$ cat config.mk
export PLATFORM = sky130hd
export DESIGN_NAME = nrsk_ctrl
export DESIGN_NICKNAME = d
export VERILOG_FILES = /design/src/hdl/newest_rows_sorted_keeper_top_assert.svh /design/src/hdl/nrsk_pkg.sv /design/src/hdl/nrsk_ctrl.sv
export SDC_FILE = /design/constraint.sdc
export NUM_CORES = 1
export LEC_CHECK = 0
export BUFFER_PORTS_ARGS = -buffer_cell sky130_fd_sc_hd__buf_2
export CAP_MARGIN = 0
export CORE_AREA = 4 4 41 43
export CTS_CLUSTER_SIZE = 16
export DETAILED_ROUTE_END_ITERATION = 6
export DIE_AREA = 0 0 45 47
export GPL_TIMING_DRIVEN = 0
export PLACE_DENSITY = 0.65
export SYNTH_ARGS = -nofsm -noshare
export SYNTH_HDL_FRONTEND = slang
export SYNTH_SLANG_ARGS = --single-unit
$ cat constraint.sdc
create_clock -name clk -period 2.3 [get_ports clk]
set_input_delay 0.345 -clock clk [delete_from_list [all_inputs] [get_ports clk]]
set_output_delay 0.345 -clock clk [all_outputs]
set_load 0.005 [all_outputs]
$ cat src/hdl/newest_rows_sorted_keeper_top_assert.svh
// Assertion macros for the newest-rows keeper top level.
// Expects clk and rst_n to be visible where the macros are used.
`ifndef NEWEST_ROWS_SORTED_KEEPER_TOP_ASSERT_SVH
`define NEWEST_ROWS_SORTED_KEEPER_TOP_ASSERT_SVH

// Consequent must hold in the same cycle as the antecedent.
`define NRSK_CHECK_NOW(name, ante, cons) \
    name: assert property (@(posedge clk) disable iff (!rst_n) (ante) |-> (cons)) \
        else $error("nrsk check failed");

// Consequent must hold in the cycle after the antecedent.
`define NRSK_CHECK_NEXT(name, ante, cons) \
    name: assert property (@(posedge clk) disable iff (!rst_n) (ante) |=> (cons)) \
        else $error("nrsk check failed");

`endif

$ cat src/hdl/nrsk_pkg.sv
// Shared types, constants and helpers for the newest-rows keeper.
// No dependencies; imported by every other module of the block except nrsk_ram.
`default_nettype none

package nrsk_pkg;

    localparam int CAPACITY = 64;
    localparam int TAG_BITS = 16;
    localparam int TIME_W   = 64;
    localparam int ADDR_W   = (CAPACITY > 1) ? $clog2(CAPACITY) : 1;
    localparam int CNT_W    = $clog2(CAPACITY + 1);
    localparam int WORD_W   = TIME_W + TAG_BITS;

    // Register selects (paddr bit 3, 8-byte registers).
    localparam logic REG_ANCHOR = 1'b0;
    localparam logic REG_LIMIT  = 1'b1;

    // Result status codes.
    localparam logic [2:0] ST_BEFORE_ANCHOR = 3'd0;
    localparam logic [2:0] ST_TOO_OLD       = 3'd1;
    localparam logic [2:0] ST_KEPT          = 3'd2;
    localparam logic [2:0] ST_KEPT_EVICT    = 3'd3;
    localparam logic [2:0] ST_READ          = 3'd4;

    typedef logic [TIME_W-1:0]   time_t;
    typedef logic [TAG_BITS-1:0] tag_t;
    typedef logic [ADDR_W-1:0]   addr_t;
    typedef logic [CNT_W-1:0]    cnt_t;

    typedef struct packed {
        time_t anchor_time;
        cnt_t  max_items;
        logic  limit_wr;
        cnt_t  limit_new;
    } cfg_t;

    typedef struct packed {
        logic op_read;
        logic idx_hit;
        logic below_anchor;
        logic empty;
        logic full;
        logic t_lt;
        logic t_eq;
        logic idx_zero;
        logic out_free;
    } ctl_flags_t;

    typedef enum logic [3:0] {
        CMD_NONE,
        CMD_CAPTURE,
        CMD_READ_ISSUE,
        CMD_READ_MISS,
        CMD_READ_TAKE,
        CMD_REJECT_ANCHOR,
        CMD_INSERT_EMPTY,
        CMD_SCAN_START,
        CMD_REJECT_OLD,
        CMD_EVICT_SELF,
        CMD_EVICT_LAST,
        CMD_PLACE_ABOVE,
        CMD_SHIFT,
        CMD_PUT0,
        CMD_OUT_LOAD
    } dp_cmd_t;

    // A zero limit means one; anything above the capacity saturates.
    function automatic cnt_t limit_of(input logic [6:0] v);
        cnt_t r;
        if (v == 7'd0) begin
            r = cnt_t'(1);
        end else if (32'(v) > CAPACITY) begin
            r = cnt_t'(CAPACITY);
        end else begin
            r = cnt_t'(v);
        end
        return r;
    endfunction

endpackage

`default_nettype wire

$ cat src/hdl/nrsk_ctrl.sv
// Sequencing state machine: decodes an item and walks the list from its tail.
// Depends on nrsk_pkg for the flag struct and datapath command codes.
`default_nettype none

module nrsk_ctrl
    import nrsk_pkg::*;
(
    input  wire logic       clk,
    input  wire logic       rst_n,
    input  wire logic       in_valid,
    output logic            in_stall,
    input  wire ctl_flags_t flags,
    output dp_cmd_t         cmd
);

    typedef enum logic [6:0] {
        S_IDLE      = 7'b0000001,
        S_DECODE    = 7'b0000010,
        S_RD_DATA   = 7'b0000100,
        S_SCAN_LAST = 7'b0001000,
        S_SCAN      = 7'b0010000,
        S_PUT0      = 7'b0100000,
        S_FINISH    = 7'b1000000
    } state_t;

    state_t state_reg;
    state_t state_next;

    assign in_stall = (state_reg != S_IDLE);

    always_ff @(posedge clk or negedge rst_n)
    begin
        if (!rst_n)
        begin
            state_reg <= S_IDLE;
        end
        else
        begin
            state_reg <= state_next;
        end
    end

    always_comb
    begin
        state_next = state_reg;
        cmd        = CMD_NONE;
        unique case (state_reg)
            S_IDLE:
            begin
                if (in_valid)
                begin
                    cmd        = CMD_CAPTURE;
                    state_next = S_DECODE;
                end
            end
            S_DECODE:
            begin
                if (flags.op_read)
                begin
                    if (flags.idx_hit)
                    begin
                        cmd        = CMD_READ_ISSUE;
                        state_next = S_RD_DATA;
                    end
                    else
                    begin
                        cmd        = CMD_READ_MISS;
                        state_next = S_FINISH;
                    end
                end
                else if (flags.below_anchor)
                begin
                    cmd        = CMD_REJECT_ANCHOR;
                    state_next = S_FINISH;
                end
                else if (flags.empty)
                begin
                    cmd        = CMD_INSERT_EMPTY;
                    state_next = S_FINISH;
                end
                else
                begin
                    cmd        = CMD_SCAN_START;
                    state_next = S_SCAN_LAST;
                end
            end
            S_RD_DATA:
            begin
                cmd        = CMD_READ_TAKE;
                state_next = S_FINISH;
            end
            S_SCAN_LAST:
            begin
                if (flags.full)
                begin
                    if (flags.t_lt)
                    begin
                        cmd        = CMD_REJECT_OLD;
                        state_next = S_FINISH;
                    end
                    else if (flags.t_eq)
                    begin
                        cmd        = CMD_EVICT_SELF;
                        state_next = S_FINISH;
                    end
                    else
                    begin
                        cmd        = CMD_EVICT_LAST;
                        state_next = flags.idx_zero ? S_PUT0 : S_SCAN;
                    end
                end
                else if (flags.t_lt || flags.t_eq)
                begin
                    cmd        = CMD_PLACE_ABOVE;
                    state_next = S_FINISH;
                end
                else
                begin
                    cmd        = CMD_SHIFT;
                    state_next = flags.idx_zero ? S_PUT0 : S_SCAN;
                end
            end
            S_SCAN:
            begin
                if (flags.t_lt || flags.t_eq)
                begin
                    cmd        = CMD_PLACE_ABOVE;
                    state_next = S_FINISH;
                end
                else
                begin
                    cmd        = CMD_SHIFT;
                    state_next = flags.idx_zero ? S_PUT0 : S_SCAN;
                end
            end
            S_PUT0:
            begin
                cmd        = CMD_PUT0;
                state_next = S_FINISH;
            end
            S_FINISH:
            begin
                if (flags.out_free)
                begin
                    cmd        = CMD_OUT_LOAD;
                    state_next = S_IDLE;
                end
            end
            default:
            begin
                state_next = S_IDLE;
            end
        endcase
    end

endmodule

`default_nettype wire

==> impl_metrics.tcl <==
set metrics [dict create \
    diodes 0 \
    grt_max_degree 8 \
    tritoncts "yes" \
    rsz0062_at_grt "no" \
    placed_cell_area_um2 642 \
    r2r_setup_slack_ps 450 \
    fp.dieH_um 47 \
    status "finished clean" \
    cp-end-kind "output pin" \
    dp_hpwl_um 1110 \
    r2r_end "state_reg[6]$_DFFE_PN0P_" \
    fin_area_um2 698 \
    synth_common_cells "nor2_1, dfrtp_1, nand2_1, nor2b_1" \
    crit_type "flip-flop to output pin" \
    fin_util 0.537 \
    ys_ff_latch 7 \
    cts_max_level 1 \
    synth_flop_cell "dfrtp_1" \
    synth_area_um2 543 \
    gr-total-overflow 0 \
    max_slew_margin 0.716 \
    die_area_um2 2120 \
    fin_nets 102 \
    coreArea_um2 1300 \
    area_growth_pct 28.6 \
    grt_pass1_vias 569 \
    dr.pass1.iters 4 \
    hold_viol 0 \
    worstPathMaxFanout 7 \
    hold_depth 2 \
    yosysWarnings 0 \
    worst_pin_slew_ps 422 \
    cts_root_buf "clkbuf_4" \
    r2r-start "state_reg[3]$_DFFE_PN0P_" \
    clk_path_buf_depth 2 \
    setup_viol 0 \
    yosysSeqAreaShare 0.325 \
    ys_types 28 \
    routedWlPerCell_um 14.0 \
    slew_viol_final 0 \
    syn_avg_cell_area_um2 8.35 \
    synth_top_area_frac 0.276 \
    post-route-min-period_ps 2160 \
    grt_pass1_wl_um 2310 \
    period_share 0.940 \
    peakVddDrop_uv 442 \
    cts.clk_slew.worst_paths_ps 50 \
    startpoint_type "flip-flop" \
    cts.sinks 7 \
    synth_area_leaders "dfrtp_1, nor2b_1, nor2_1" \
    critical_path_arrival_ps 1820 \
    wl_um 1440 \
    startpoint "state_reg[3]$_DFFE_PN0P_" \
    synth-edff-count 0 \
    power.density_nw_per_um2 770 \
    start_util 0.417 \
    rr_worst_depth 6 \
    finalSetupTns_ps 0 \
    drt_iter0_markers 11 \
    antenna_found_initial 0 \
    ys_async_sr_fraction 1.00 \
    grtUsageTotal 0.150 \
    largest_reg_flops 7 \
    synth_most_common_cell "nor2_1" \
    fin_skew_ps 1.89 \
    syn_nets 78 \
    required_ps 1960 \
    globalplace.congestion 0.827 \
    vias 590 \
    ant_nets 0 \
    synth_top_area_cell "dfrtp_1" \
    hp-start "flags[1]" \
    rows 13 \
    maxCapViolations 0 \
    die_w_um 45 \
    fmax_mhz 462 \
    leakagePower_nw 0.331 \
    min_to "state_reg[4]$_DFFE_PN0P_" \
    clk_latency_ps 240 \
    port_buffers 16 \
    postSynthCellCount 65 \
    drc_errors 0 \
    viasPerCell 5.73 \
    hp-class "primary input to flip-flop" \
    io-pin-count 17 \
    cts_buffers 3 \
    drive_gt1_frac 0.307 \
]
[through the flow]
step | total power, mW | cells | hold WS [ps] | worst slack (ps)
6_report | 0.537 | 103 | 273 | 137
5_1_grt | 0.576 | 103 | 274 | 48.9
4_1_cts | 0.539 | 103 | 265 | 68.1
3_5_place_dp | 0.410 | 96 | 181 | 191
3_3_place_gp | 0.407 | 96 | 178 | 213
2_1_floorplan | 0.327 | 65 | 49.4 | 561
[cells by family (layout without fill, tap and decap cells)]
group / Yosys count / in the layout / share of synthesized area
AND/OR/NAND/NOR: 41 / 41 / 0.456
flip-flops: 7 / 7 / 0.325
multiplexers: 1 / 1 / 0.0207
XOR/XNOR: 2 / 2 / 0.0323
adder cells (fa/ha/maj): 1 / 1 / 0.0230
AO/OA/AOI/OAI: 10 / 10 / 0.122
buffers and inverters: 3 / 26 / 0.0207
[layout make-up]
| type | count | area, µm² |
|---|---|---|
| Sequential cell | 7 | 176 |
| Inverter | 3 | 11.3 |
| Timing Repair Buffer | 19 | 105 |
| Tap cell | 15 | 18.8 |
| Fill cell | 145 | 603 |
| Multi-Input combinational cell | 55 | 360 |
| Clock buffer | 4 | 26.3 |
[cell usage in the layout (no fill, tap or decap)]
cell | Yosys | final
nand2_1 | 5 | 5
nor2b_1 | 5 | 5
inv_1 | 3 | 3
clkbuf_1 | 0 | 1
a221o_1 | 1 | 1
dlygate4sd3_1 | 0 | 1
nor4_1 | 3 | 3
and4b_1 | 2 | 2
nor3_2 | 0 | 1
mux2_2 | 1 | 1
or3b_1 | 1 | 1
or4_4 | 1 | 1
or3_4 | 1 | 1
nor4b_2 | 1 | 1
nor2_1 | 8 | 8
nand4b_1 | 1 | 1
dfstp_2 | 1 | 1
nor3_1 | 4 | 3
buf_2 | 0 | 16
o22ai_1 | 1 | 1
nand4_1 | 4 | 4
xnor2_1 | 2 | 2
a21o_1 | 1 | 1
dfrtp_1 | 6 | 6
ha_1 | 1 | 1
buf_4 | 0 | 2
o2111ai_1 | 1 | 1
nand3_1 | 3 | 3
a21oi_1 | 3 | 3
or4_1 | 1 | 1
clkbuf_4 | 0 | 3
nand2b_1 | 1 | 1
o21ai_0 | 2 | 2
a2bb2oi_1 | 1 | 1
[per-layer routing]
metal	global-route usage	vias up	share of wire	routed length, µm
li1	-	300	-	-
met1	0.181	271	0.47	670
met2	0.246	19	0.48	686
met3	0.0383	0	0.056	80
met4	0.0819	0	0	0
met5	0	-	0	0
[critical path, stage by stage, from the launching register on]
cell       delay, ps
dfrtp_1          440
nor2_1           350
nand4b_1         230
a221o_1          330
o2111ai_1        100
buf_2            140
[report_power, final]
| group | internal [mW] | switching [mW] | leakage [nW] |
|---|---|---|---|
| Sequential | 0.153 | 0.0283 | 0.0931 |
| Combinational | 0.119 | 0.132 | 0.223 |
| Clock | 0.0658 | 0.0394 | 0.0150 |
| Total | 0.337 | 0.200 | 0.331 |
[worst max path at each step]
| stage | slack, ps | to | depth (start not counted) |
|---|---|---|---|
| global route | 50 | cmd[0] | 5 |
| detailed placement | 190 | cmd[0] | 5 |
| CTS | 70 | cmd[0] | 5 |
| global placement | 210 | cmd[0] | 5 |
| finish | 140 | cmd[0] | 5 |
| floorplan | 560 | cmd[0] | 4 |
[timing repair]
item,in CTS,in global routing
buffers inserted,2,0
resized for setup,0,1
gates cloned,0,0
pin swaps,1,0
hold endpoints to repair,6,0
hold buffers,1,0
setup endpoints to repair,1,2
Power figures use the tool's default switching activity.
