### src/hdl/newest_rows_sorted_keeper_top_assert.svh
// Assertion macros for the newest-rows keeper top level.
// Expects clk and rst_n to be visible where the macros are used.
`ifndef NEWEST_ROWS_SORTED_KEEPER_TOP_ASSERT_SVH
`define NEWEST_ROWS_SORTED_KEEPER_TOP_ASSERT_SVH

// Consequent must hold in the same cycle as the antecedent.
`define NRSK_CHECK_NOW(name, ante, cons) \
    name: assert property (@(posedge clk) disable iff (!rst_n) (ante) |-> (cons)) \
        else $error("nrsk check failed");

// Consequent must hold in the cycle after the antecedent.
`define NRSK_CHECK_NEXT(name, ante, cons) \
    name: assert property (@(posedge clk) disable iff (!rst_n) (ante) |=> (cons)) \
        else $error("nrsk check failed");

`endif

### src/hdl/nrsk_pkg.sv
// Shared types, constants and helpers for the newest-rows keeper.
// No dependencies; imported by every other module of the block except nrsk_ram.
`default_nettype none

package nrsk_pkg;

    localparam int CAPACITY = 64;
    localparam int TAG_BITS = 16;
    localparam int TIME_W   = 64;
    localparam int ADDR_W   = (CAPACITY > 1) ? $clog2(CAPACITY) : 1;
    localparam int CNT_W    = $clog2(CAPACITY + 1);
    localparam int WORD_W   = TIME_W + TAG_BITS;

    // Register selects (paddr bit 3, 8-byte registers).
    localparam logic REG_ANCHOR = 1'b0;
    localparam logic REG_LIMIT  = 1'b1;

    // Result status codes.
    localparam logic [2:0] ST_BEFORE_ANCHOR = 3'd0;
    localparam logic [2:0] ST_TOO_OLD       = 3'd1;
    localparam logic [2:0] ST_KEPT          = 3'd2;
    localparam logic [2:0] ST_KEPT_EVICT    = 3'd3;
    localparam logic [2:0] ST_READ          = 3'd4;

    typedef logic [TIME_W-1:0]   time_t;
    typedef logic [TAG_BITS-1:0] tag_t;
    typedef logic [ADDR_W-1:0]   addr_t;
    typedef logic [CNT_W-1:0]    cnt_t;

    typedef struct packed {
        time_t anchor_time;
        cnt_t  max_items;
        logic  limit_wr;
        cnt_t  limit_new;
    } cfg_t;

    typedef struct packed {
        logic op_read;
        logic idx_hit;
        logic below_anchor;
        logic empty;
        logic full;
        logic t_lt;
        logic t_eq;
        logic idx_zero;
        logic out_free;
    } ctl_flags_t;

    typedef enum logic [3:0] {
        CMD_NONE,
        CMD_CAPTURE,
        CMD_READ_ISSUE,
        CMD_READ_MISS,
        CMD_READ_TAKE,
        CMD_REJECT_ANCHOR,
        CMD_INSERT_EMPTY,
        CMD_SCAN_START,
        CMD_REJECT_OLD,
        CMD_EVICT_SELF,
        CMD_EVICT_LAST,
        CMD_PLACE_ABOVE,
        CMD_SHIFT,
        CMD_PUT0,
        CMD_OUT_LOAD
    } dp_cmd_t;

    // A zero limit means one; anything above the capacity saturates.
    function automatic cnt_t limit_of(input logic [6:0] v);
        cnt_t r;
        if (v == 7'd0) begin
            r = cnt_t'(1);
        end else if (32'(v) > CAPACITY) begin
            r = cnt_t'(CAPACITY);
        end else begin
            r = cnt_t'(v);
        end
        return r;
    endfunction

endpackage

`default_nettype wire

### src/hdl/nrsk_regs.sv
// APB-style register file holding the anchor time and the item limit.
// Depends on nrsk_pkg for the configuration struct and limit helper.
`default_nettype none

module nrsk_regs
    import nrsk_pkg::*;
(
    input  wire logic        clk,
    input  wire logic        rst_n,
    input  wire logic        psel,
    input  wire logic        penable,
    input  wire logic        pwrite,
    input  wire logic [3:0]  paddr,
    input  wire logic [63:0] pwdata,
    output logic      [63:0] prdata,
    output logic             pready,
    output cfg_t             cfg
);

    time_t anchor_reg;
    cnt_t  limit_reg;
    logic  wr_en;

    assign pready = 1'b1;
    assign wr_en  = psel && penable && pwrite;

    always_ff @(posedge clk or negedge rst_n)
    begin
        if (!rst_n)
        begin
            anchor_reg <= '0;
            limit_reg  <= cnt_t'(CAPACITY);
        end
        else if (wr_en)
        begin
            unique case (paddr[3])
                REG_ANCHOR: anchor_reg <= pwdata;
                REG_LIMIT:  limit_reg  <= limit_of(pwdata[6:0]);
                default:    ;
            endcase
        end
    end

    always_comb
    begin
        unique case (paddr[3])
            REG_ANCHOR: prdata = anchor_reg;
            REG_LIMIT:  prdata = 64'(limit_reg);
            default:    prdata = '0;
        endcase
    end

    assign cfg.anchor_time = anchor_reg;
    assign cfg.max_items   = limit_reg;
    assign cfg.limit_wr    = wr_en && (paddr[3] == REG_LIMIT);
    assign cfg.limit_new   = limit_of(pwdata[6:0]);

endmodule

`default_nettype wire

### config.mk
export PLATFORM = sky130hd
export DESIGN_NAME = nrsk_regs
export DESIGN_NICKNAME = d
export VERILOG_FILES = /design/src/hdl/newest_rows_sorted_keeper_top_assert.svh /design/src/hdl/nrsk_pkg.sv /design/src/hdl/nrsk_regs.sv
export SDC_FILE = /design/constraint.sdc
export NUM_CORES = 1
export LEC_CHECK = 0
export ABC_AREA = 1
export BUFFER_PORTS_ARGS = -buffer_cell sky130_fd_sc_hd__buf_2
export CAP_MARGIN = 15
export CORE_ASPECT_RATIO = 1.25
export CORE_MARGIN = 2
export CORE_UTILIZATION = 43
export DETAILED_ROUTE_END_ITERATION = 7
export PLACE_DENSITY_LB_ADDON = 0.12
export SLEW_MARGIN = 25
export SYNTH_ARGS = -nofsm -noshare
export SYNTH_HDL_FRONTEND = slang
export SYNTH_SLANG_ARGS = --single-unit
### constraint.sdc
create_clock -name clk -period 0.9 [get_ports clk]
set_input_delay 0.135 -clock clk [delete_from_list [all_inputs] [get_ports clk]]
set_output_delay 0.135 -clock clk [all_outputs]
set_load 0.01 [all_outputs]
==> impl_results.md, run 1 <==
* Hold Path Cell Cnt at 3
* Die Span Y at roughly 100 um
* Initial DRC count at 106
* Drt pass-1 iters at 4
* Hold Crit Class: in2reg
* Share of post-route cells with drive strength above 1 at 0.7173
* YS warnings at 0
* Root Buffer: clkbuf_8
* Hold Fails Final Rpt at 0
* Peak supply drop at 1106 uV
* Fin worst setup slack at -360.8 ps
* Detail Route Antenna Nets at 0
* Most common cell on crit path: nand2_1
* H-tree depth at 3
* DP Area at 4763 um2
* Switching Power at 3.732 mW
* Fin util at 0.7652
* WP data required at about 760 ps
* PwrDens at 1889 nW/um2
* Max reg flops at 64
* Slowest stage cell, crit path: dfstp_2
* Max-capacitance violation count at 0
* Static Leakage at 3.247 nW
* Kind of critical path: reg2out
* Antenna violations before repair at 0
* Synth Area per Inst at 8.727 um2
* Synth cell types at 19
* Failing checks: setup timing
* Port buffer count at 212
* Hold endpoint: anchor_reg[44]
* Area Overhead vs Synth at 71.36%
* Clk network pwr share at 0.214
* RD Place Congestion at 0.8215
* Hpwl dp at about 7 mm
* #FFs+latches synth at 71
* Worst Clk Skew at 0 ps
* Die area at 8881 um2
* Largest net degree at the start of global routing at 41
* CP endpoint kind: output pin
* Worst slack, placed at -190.4 ps
* Vias in the first global route at 3516
* FF-to-FF End: anchor_reg[26]
* Later-pin clock latency in the skew report at 340 ps
* R2R setup slack at about 10 ps
* CP delay by family, top: flip-flops
* Core area at 7838 um2
* Clock transition at path regs at about 80 ps
* Worst-path fanout max at 3
* Avg Vias per Cell at 4.637
* Fin crit period at 1261 ps
* Ant diodes at 0
* Cell area after synthesis at approximately 3500 um2
* Int Pwr at 7.599 mW
* # setup viols final at 140
* Clock buffer depth at 2
* Critical Path Max Stage Delay at 550 ps
* Final-stage net count at 786
* First-pass GRT wire length at roughly 17 mm
* Cell Count, Final, Fillers Out at ~810
* Clock sinks at just over 70
* Combinational share of power at 0.411
* Rows at 36
* Post-synthesis sequential area ratio at 0.5080
* Routed vias at 3770
* Worst hold start: pwdata[44]
* Switching Fraction at 0.3293
* Routed len/inst at 13.65 um
* Critical Path Start: limit_reg[6]
* Crit Reg-Reg Startpoint: anchor_reg[26]
* Syn nets at 474
* RSZ-0062 raised after global routing: true
* Drt drc at 0
* Sequential share of power at 0.375
* Grt total ovfl at 0
* Fmax at 793.1 MHz
* Pins Over Slew Limit at 0
* Outcome: finished with violations
* Final Cycle Share at 1.401
* Number of cells after detailed placement at between 700 and 800
* TNS Setup at -23190 ps
* Critical Path, Cell by Cell: nand2_1 > nand2_1 > buf_2
* CTS tree: done
* Total wire length at 11.10 mm
* CP Buf/Inv Count at 1
* CP arrival at around 1100 ps
* Die width at 84.69 um
* Final Cell Area at 5997 um2
* CTS buffer count at 9
* Worst r2r path cells at 5
* GRT Total Usage at 0.2331
* Crit start category: flop
* Ports at 217
* Post-synthesis cell count at approximately 400
* Initial core utilization at 0.4465
-- worst max-delay path by stage --
| stage | end | depth (start not counted) |
|---|---|---|
| finish | prdata[6] | 3 |
| global route | prdata[6] | 3 |
| CTS | prdata[6] | 3 |
| detailed placement | cfg[1] | 7 |
| global placement | cfg[0] | 6 |
| floorplan | anchor_reg[23] | 7 |
-- through the flow --
stage | power, mW | hold WS [ps]
after floorplan | 5.812 | -160.6
after global placement | 7.252 | 29.60
after detailed placement | 7.308 | 35.64
after CTS | 10.86 | 16.07
after global routing | 11.99 | 21.78
final | 11.33 | 25.32
-- logic make-up (layout without fill, tap and decap cells) --
logic type,count (synthesis),count (layout),share of synthesized area
simple gates,156,156,0.1906
compound gates,77,77,0.1616
buf+inv,96,413,0.1387
flops,71,71,0.5080
other cells,1,1,0.001072
-- cells in the final DEF (no fill, tap or decap), types with 3 or more instances in the layout --
cell type / n
nor2_1: 60
buf_6: 40
a21oi_1: 7
clkbuf_1: 3
buf_12: 6
inv_2: 53
nand2_1: 21
nand3_1: 5
a21oi_2: 51
inv_1: 16
buf_4: 91
o21ai_1: 12
nor2_2: 58
clkbuf_8: 13
o21ai_0: 6
nor2_4: 6
buf_2: 186
dfrtp_1: 70
-- power by group through the flow --
stage	Combinational, mW	Sequential (mW)	Clock (mW)
floorplan	1.35	4.46	0
global placement	3.09	4.17	0
detailed placement	3.13	4.17	0
CTS	4.18	4.21	2.48
global route	5.04	4.31	2.64
finish	4.66	4.25	2.43
-- layer usage --
| metal | wire length [um] | track usage | vias to the layer above |
|---|---|---|---|
| li1 | - | - | 1835 |
| met1 | 4252 | 0.2826 | 1757 |
| met2 | 5768 | 0.3976 | 153 |
| met3 | 767 | 0.05687 | 25 |
| met4 | 311 | 0.08844 | 0 |
| met5 | 0 | 0 | - |
-- what timing repair did --
item                                    4_1_cts  5_1_grt
endpoints found under the setup margin      141      145
endpoints found under the hold margin        70        0
resized for setup                            93       56
setup buffers                                72       28
hold buffers                                  1        0
pin swaps                                    15       13
-- tightest hold or removal path, stage by stage --
cell	delay (ps)
buf_2	80
nor2_2	30
a21oi_2	80
-- cell usage after synthesis --
| cell type | n | area [um2] |
|---|---|---|
| nor2_1 | 103 | 386.6 |
| buf_6 | 15 | 168.9 |
| dfrtp_1 | 70 | 1752 |
| nand4_4 | 1 | 21.27 |
| o21ai_0 | 12 | 60.06 |
| clkbuf_1 | 6 | 22.52 |
| dfstp_2 | 1 | 26.28 |
| buf_4 | 2 | 15.01 |
| inv_4 | 1 | 6.260 |
| buf_2 | 2 | 10.01 |
| a21oi_2 | 48 | 420.4 |
| inv_1 | 70 | 262.8 |
| nand2_1 | 23 | 86.33 |
| nor2_2 | 21 | 131.4 |
| and2_1 | 1 | 6.260 |
| a21oi_1 | 10 | 50.05 |
| nand3_1 | 7 | 35.03 |
| conb_1 | 1 | 3.750 |
| o21ai_1 | 7 | 35.03 |
-- area by class of cell --
cell class | count | area [um2]
Fill cell | 554 | 1841
Inverter | 71 | 276.5
Clock buffer | 16 | 190.2
Timing Repair Buffer | 326 | 2225
Tap cell | 95 | 118.9
Multi-Input combinational cell | 234 | 1409
Sequential cell | 71 | 1778
Power figures use the tool's default switching activity.
==> run 2, diff against run 1 <==
--- a/config.mk
+++ b/config.mk
@@ -6,6 +6,7 @@
 export NUM_CORES = 1
 export LEC_CHECK = 0
 export ABC_AREA = 1
+export ABC_CLOCK_PERIOD_IN_PS = 1300
 export BUFFER_PORTS_ARGS = -buffer_cell sky130_fd_sc_hd__buf_2
 export CAP_MARGIN = 15
 export CORE_ASPECT_RATIO = 1.25
==> constraint.sdc (replaced) <==
create_clock -name clk -period 1.3 [get_ports clk]
set_input_delay 0.195 -clock clk [delete_from_list [all_inputs] [get_ports clk]]
set_output_delay 0.195 -clock clk [all_outputs]
set_load 0.01 [all_outputs]
==> run 2 against run 1 <==
Compared with the run above: the flow now finishes without violations; design area down 20%; global-route usage down 2.0 points; utilization down 15 points; critical endpoint unchanged; critical path type unchanged; clock power down 35%.
==> impl_results.md, run 2 (same netlist as run 1, synthesis figures left out) <==
* Fin crit period at 1296 ps
* Critical Path Max Stage Delay at 530 ps (-20 ps)
* H-tree depth at 3 (unchanged)
* CP Buf/Inv Count at 1 (unchanged)
* RSZ-0062 raised after global routing: true
* Detail Route Antenna Nets at 0 (unchanged)
* CP endpoint kind: output pin
* Worst slack, placed at 50.68 ps (+241.1 ps)
* Number of cells after detailed placement at 695 (-1.6%)
* Final Cell Area at 4816 um2 (-20%)
* CP arrival at 1100 ps (-30 ps)
* CP delay by family, top: flip-flops
* Clock transition at path regs at 70 ps (about the same)
* PwrDens at 1363 nW/um2 (-28%)
* R2R setup slack at 430 ps (+420 ps)
* Fin worst setup slack at 4.204 ps (+365.0 ps)
* First-pass GRT wire length at 14.94 mm (-10%)
* Area Overhead vs Synth at 37.61%
* Min Hold Slack at 79.61 ps (+54.29 ps)
* GRT Total Usage at 0.2134 (-0.01964)
* Total chip power at 6.565 mW (-42%)
* Drt pass-1 iters at 4 (unchanged)
* Antenna violations before repair at 0 (unchanged)
* Hold Fails Final Rpt at 0 (unchanged)
* Port buffer count at 212 (unchanged)
* Static Leakage at 2.745 nW (-15%)
* Rows at 36 (unchanged)
* TNS Setup at 0 ps (+23190 ps)
* Ant diodes at 0 (unchanged)
* Final-stage net count at 687 (-13%)
* Max reg flops at 64 (unchanged)
* Share of post-route cells with drive strength above 1 at 0.5024 (-0.2148)
* RD Place Congestion at 0.7865 (-4.3%)
* Grt total ovfl at 0 (unchanged)
* Pins Over Slew Limit at 0 (unchanged)
* Root Buffer: clkbuf_8
* Total wire length at 9.081 mm (-18%)
* Initial core utilization at 0.4465 (unchanged)
* Cell Count, Final, Fillers Out at 714 (-12%)
* Outcome: complete, no violations
* Peak supply drop at 725.1 uV (-34%)
* Die Span Y at 104.9 um (unchanged)
* Drt drc at 0 (unchanged)
* Max-capacitance violation count at 0 (unchanged)
* Worst r2r path cells at 3 (-2)
* Final Cycle Share at 0.9968
* Slowest stage cell, crit path: dfstp_2
* WP data required at 1110 ps (+350 ps)
* Crit start category: flop
* Routed vias at 3240 (-14%)
* DP Area at 4603 um2 (-3.4%)
* Die area at 8881 um2 (unchanged)
* # fillers at 730 (+32%)
* Most frequent cells in the layout: buf_2 (210), nor2_1 (103), inv_1 (70), dfrtp_1 (70), a21oi_2 (48)
* Worst-path fanout max at 2 (-1)
* # setup viols final at 0 (-100%)
* CTS tree: done
* Largest net degree at the start of global routing at 59 (+44%)
* Fmax at 771.7 MHz
* Initial DRC count at 110 (+3.8%)
* Clock buffer depth at 2 (unchanged)
* Kind of critical path: reg2out
* Core area at 7838 um2 (unchanged)
* Hpwl dp at 6.915 mm (-1.6%)
* Hold Crit Class: in2reg
* FF-to-FF End: limit_reg[6]
* Cell depth of the worst setup path at 3 (unchanged)
* Vias in the first global route at 3082 (-12%)
* Most common cell on crit path: nand2_1
* Fin util at 0.6145 (-0.1507)
* Ports at 217 (unchanged)
* Clock sinks at 71 (unchanged)
* Crit Reg-Reg Startpoint: limit_reg[6]
* Later-pin clock latency in the skew report at 340 ps (about the same)
* Avg Vias per Cell at 4.538 (-2.1%)
* Leading cell type in the layout, fill and taps excluded: buf_2
* Critical Path Start: limit_reg[6]
* CTS buffer count at 9 (unchanged)
* Routed len/inst at 12.72 um (-6.8%)
* Die width at 84.69 um (unchanged)
* Worst Clk Skew at 0 ps (unchanged)
* Critical path endpoint: prdata[6]
* Critical Path, Cell by Cell: nand2_1 > nand2_1 > buf_6
[run 2: cell types whose count changed in the layout (fill, tap and decap cells not counted), moves of 3 or more]
cell	previous run	this run
buf_6	40	2
buf_2	186	210
a21oi_1	7	10
nor2_1	60	103
a21oi_2	51	48
inv_2	53	0
nor2_4	6	0
nor2_2	58	21
inv_1	16	70
buf_4	91	10
[run 2: cell type report]
| type | count | area, um2 | share of cell area |
|---|---|---|---|
| Timing Repair Buffer | 227 | 1239 | 0.2572 |
| Clock buffer | 15 | 166.4 | 0.03455 |
| Tap cell | 95 | 118.9 | 0.02468 |
| Clock inverter | 1 | 5.005 | 0.001039 |
| Sequential cell | 71 | 1778 | 0.3692 |
| Inverter | 71 | 269.0 | 0.05586 |
| Multi-Input combinational cell | 234 | 1240 | 0.2575 |
[run 2: how the worst min path moves through the flow]
| stage | start | end | cells after the start |
|---|---|---|---|
| 2_1_floorplan | rst_n | anchor_reg[0] | 0 |
| 3_3_place_gp | rst_n | anchor_reg[20] | 2 |
| 3_5_place_dp | rst_n | anchor_reg[20] | 2 |
| 4_1_cts | pwdata[45] | anchor_reg[45] | 3 |
| 5_1_grt | pwdata[46] | anchor_reg[46] | 3 |
| 6_report | pwdata[46] | anchor_reg[46] | 3 |
[run 2: layer usage]
| layer | GRT usage | share of wire | vias up |
|---|---|---|---|
| met5 | 0 | 0 | - |
| met4 | 0.1009 | 0.030 | 0 |
| met3 | 0.06635 | 0.080 | 22 |
| met2 | 0.3313 | 0.47 | 140 |
| met1 | 0.2706 | 0.42 | 1449 |
| li1 | - | - | 1629 |
[run 2: power breakdown]
group / switching [mW] / internal, mW
Combinational: 1.24 / 0.912
Clock: 0.774 / 0.798
Sequential: 0.215 / 2.63
Total: 2.23 / 4.34
[run 2: repair_timing]
| item | in CTS | in global routing |
|---|---|---|
| setup buffers | 0 | 2 |
| gates resized for setup | 0 | 8 |
| hold endpoints to repair | 70 | 0 |
| pin swaps | 1 | 0 |
| hold buffers | 1 | 0 |
| setup endpoints to repair | 1 | 6 |
| gates cloned | 0 | 0 |
[run 2: worst min-delay path, delay by kind of cell]
kind | cells | cell delay [ps]
AOI/OAI and AO/OA | 1 | 80
buffers and inverters | 1 | 70
and+or+nand+nor | 1 | 40
==> run 3, diff against run 2 <==
--- a/config.mk
+++ b/config.mk
@@ -10,10 +10,11 @@
 export BUFFER_PORTS_ARGS = -buffer_cell sky130_fd_sc_hd__buf_2
 export CAP_MARGIN = 15
 export CORE_ASPECT_RATIO = 1.25
-export CORE_MARGIN = 2
+export CORE_MARGIN = 5
 export CORE_UTILIZATION = 43
 export DETAILED_ROUTE_END_ITERATION = 7
 export PLACE_DENSITY_LB_ADDON = 0.12
+export REMOVE_ABC_BUFFERS = 1
 export SLEW_MARGIN = 25
 export SYNTH_ARGS = -nofsm -noshare
 export SYNTH_HDL_FRONTEND = slang
==> run 3 against run 2 <==
Compared with the run above: the flow now finishes with violations (setup timing); design area shrank 0.36%; total power shrank 0.21%; hold slack gained 15 ps; die area grew 13%; utilization shrank 0.57 points; largest power group unchanged.
==> impl_results.md, run 3 (same netlist as run 1, synthesis figures left out) <==
* Outcome: finished with violations
* Failing checks: setup timing
* Ports at 217 (unchanged)
* Post-CTS setup buffer count at 0 (unchanged)
* Routed vias at 3241 (+0.031%)
* Core area at 7883 um2 (+0.57%)
* Later-pin clock latency in the skew report at 330 ps (about the same)
* Initial core utilization at 0.4440 (-0.002552)
* Grt total ovfl at 0 (unchanged)
* Rows at 36 (unchanged)
* Area Overhead vs Synth at 37.11%
* Final-stage net count at 685 (-0.29%)
* Ant diodes at 0 (unchanged)
* Drt drc at 0 (unchanged)
* Largest net degree at the start of global routing at 60 (+1.7%)
* Most common cell on crit path: nand2_1
* Drt pass-1 iters at 4 (unchanged)
* Clock sinks at 71 (unchanged)
* Fin crit period at 1302 ps (+6.671 ps)
* GR Layer Usage met1 at 0.2266 (-0.04394)
* Hold Fails Final Rpt at 0 (unchanged)
* # fillers at 730 (unchanged)
* Hpwl dp at 7.512 mm (+8.6%)
* Slowest stage cell, crit path: dfstp_2
* Avg Vias per Cell at 4.558 (+0.45%)
* Detail Route Antenna Nets at 0 (unchanged)
* Peak supply drop at 744.3 uV (+2.6%)
* CP arrival at 1110 ps (about the same)
* Final Cycle Share at 1.002 (+0.005132)
* Worst Clk Skew at 0 ps (unchanged)
* PwrDens at 1365 nW/um2 (+0.15%)
* Worst r2r path cells at 2 (-1)
* Static Leakage at 2.733 nW (-0.45%)
* Most frequent cells in the layout: buf_2 (212), nor2_1 (102), inv_1 (70), dfrtp_1 (70), a21oi_2 (48)
* Max reg flops at 64 (unchanged)
* Total wire length at 9.598 mm (+5.7%)
* Clock transition at path regs at 70 ps (about the same)
* RSZ-0062 raised after global routing: true
* Die width at 90.69 um (+7.1%)
* RD Place Congestion at 0.8469 (+7.7%)
* Kind of critical path: reg2out
* Clock buffer depth at 2 (unchanged)
* Fin worst setup slack at -2.467 ps (-6.671 ps)
* Root Buffer: clkbuf_8
* Crit start category: flop
* Min Hold Slack at 94.31 ps (+14.70 ps)
* Critical Path Max Stage Delay at 550 ps (+20 ps)
* Routed len/inst at 13.50 um (+6.1%)
* Share of post-route cells with drive strength above 1 at 0.5049 (+0.002447)
* TNS Setup at -2.467 ps (-2.467 ps)
* First-pass GRT wire length at 15.32 mm (+2.5%)
* Grt met2 use at 0.3107 (-0.02056)
* Port buffer count at 212 (unchanged)
* WP data required at 1110 ps (about the same)
* Worst-path fanout max at 3 (+1)
* Met3 track utilization from global routing at 0.04684 (-0.01951)
* Pins Over Slew Limit at 0 (unchanged)
* Die area at 10050 um2 (+13%)
* Leading cell type in the layout, fill and taps excluded: buf_2
* Critical Path, Cell by Cell: nand2_1 > nand2_1 > buf_2
* CP endpoint kind: output pin
* Die Span Y at 110.9 um (+5.7%)
* Fmax at 767.8 MHz (-0.51%)
* CTS buffer count at 9 (unchanged)
* Max-capacitance violation count at 0 (unchanged)
* Hold Crit Class: in2reg
* # setup viols final at 1 (+1)
* Antenna violations before repair at 1 (+1)
* CTS tree: done
* Vias in the first global route at 3086 (+0.13%)
* Initial DRC count at 135 (+23%)
* H-tree depth at 3 (unchanged)
* GR peak layer: met2
* GRT Total Usage at 0.1879 (-0.02552)
* Hold Path Cell Cnt at 3 (unchanged)
==> run 3: cell types whose count changed in the layout (fill, tap and decap cells not counted), sizes merged <==
cell,change
buf,-2
clkinv,-1
==> run 3: metal layers <==
layer / share of wire / vias up
li1: - / 1623
met1: 0.40 / 1467
met2: 0.50 / 134
met3: 0.080 / 15
met4: 0.019 / 2
met5: 0.00073 / -
==> run 3: path summary, 6_finish.rpt <==
kind                              start              to  slack, ps
max reg2reg                limit_reg[6]    limit_reg[6]        520
max in group asynchronous         rst_n    limit_reg[6]        420
max                        limit_reg[6]       prdata[6]         -2
min                          pwdata[40]  anchor_reg[40]         90
min in group asynchronous         rst_n  anchor_reg[50]        340
min reg2reg                limit_reg[6]    limit_reg[6]        520
==> run 3: area by class of cell <==
class / instances / area, um2 / share of cell area
clock buffers: 15 / 176.4 / 0.03677
multi-input cells: 234 / 1245 / 0.2595
well taps: 95 / 118.9 / 0.02477
inverters: 71 / 269.0 / 0.05606
flip-flops and latches: 71 / 1778 / 0.3705
repair buffers: 225 / 1211 / 0.2524
==> run 3: what timing repair did <==
action                     4_1_cts  5_1_grt
hold buffers                     1        0
hold endpoints to repair        14        0
gates resized for setup          0        6
pin swaps                        1        0
setup endpoints to repair        1        9
==> run 3: worst max-delay path, delay by kind of cell, from the launching register on <==
family	cells	cell delay, ps
flip-flops	1	550
AND/OR/NAND/NOR	2	100
buffers and inverters	1	120
==> run 3: power breakdown <==
group | switching (mW) | leakage [nW] | total [mW] | internal (mW)
registers | 0.223 | 0.782 | 2.85 | 2.63
clock network | 0.726 | 0.0898 | 1.57 | 0.842
logic | 1.24 | 1.86 | 2.13 | 0.888
total | 2.19 | 2.73 | 6.55 | 4.36
==> run 3: per-stage QoR <==
step                      utilization  instance area [um2]  power [mW]  setup WS [ps]  cells
after floorplan                     -                 3283       3.961          -1008    376
after global placement         0.5840                 4603       5.001          98.50    695
after detailed placement       0.5840                 4603       5.051          113.1    695
after CTS                      0.6076                 4790       6.663         -33.14    711
after global routing           0.6087                 4798       6.995         -77.94    711
final                          0.6087                 4798       6.551         -2.467    711
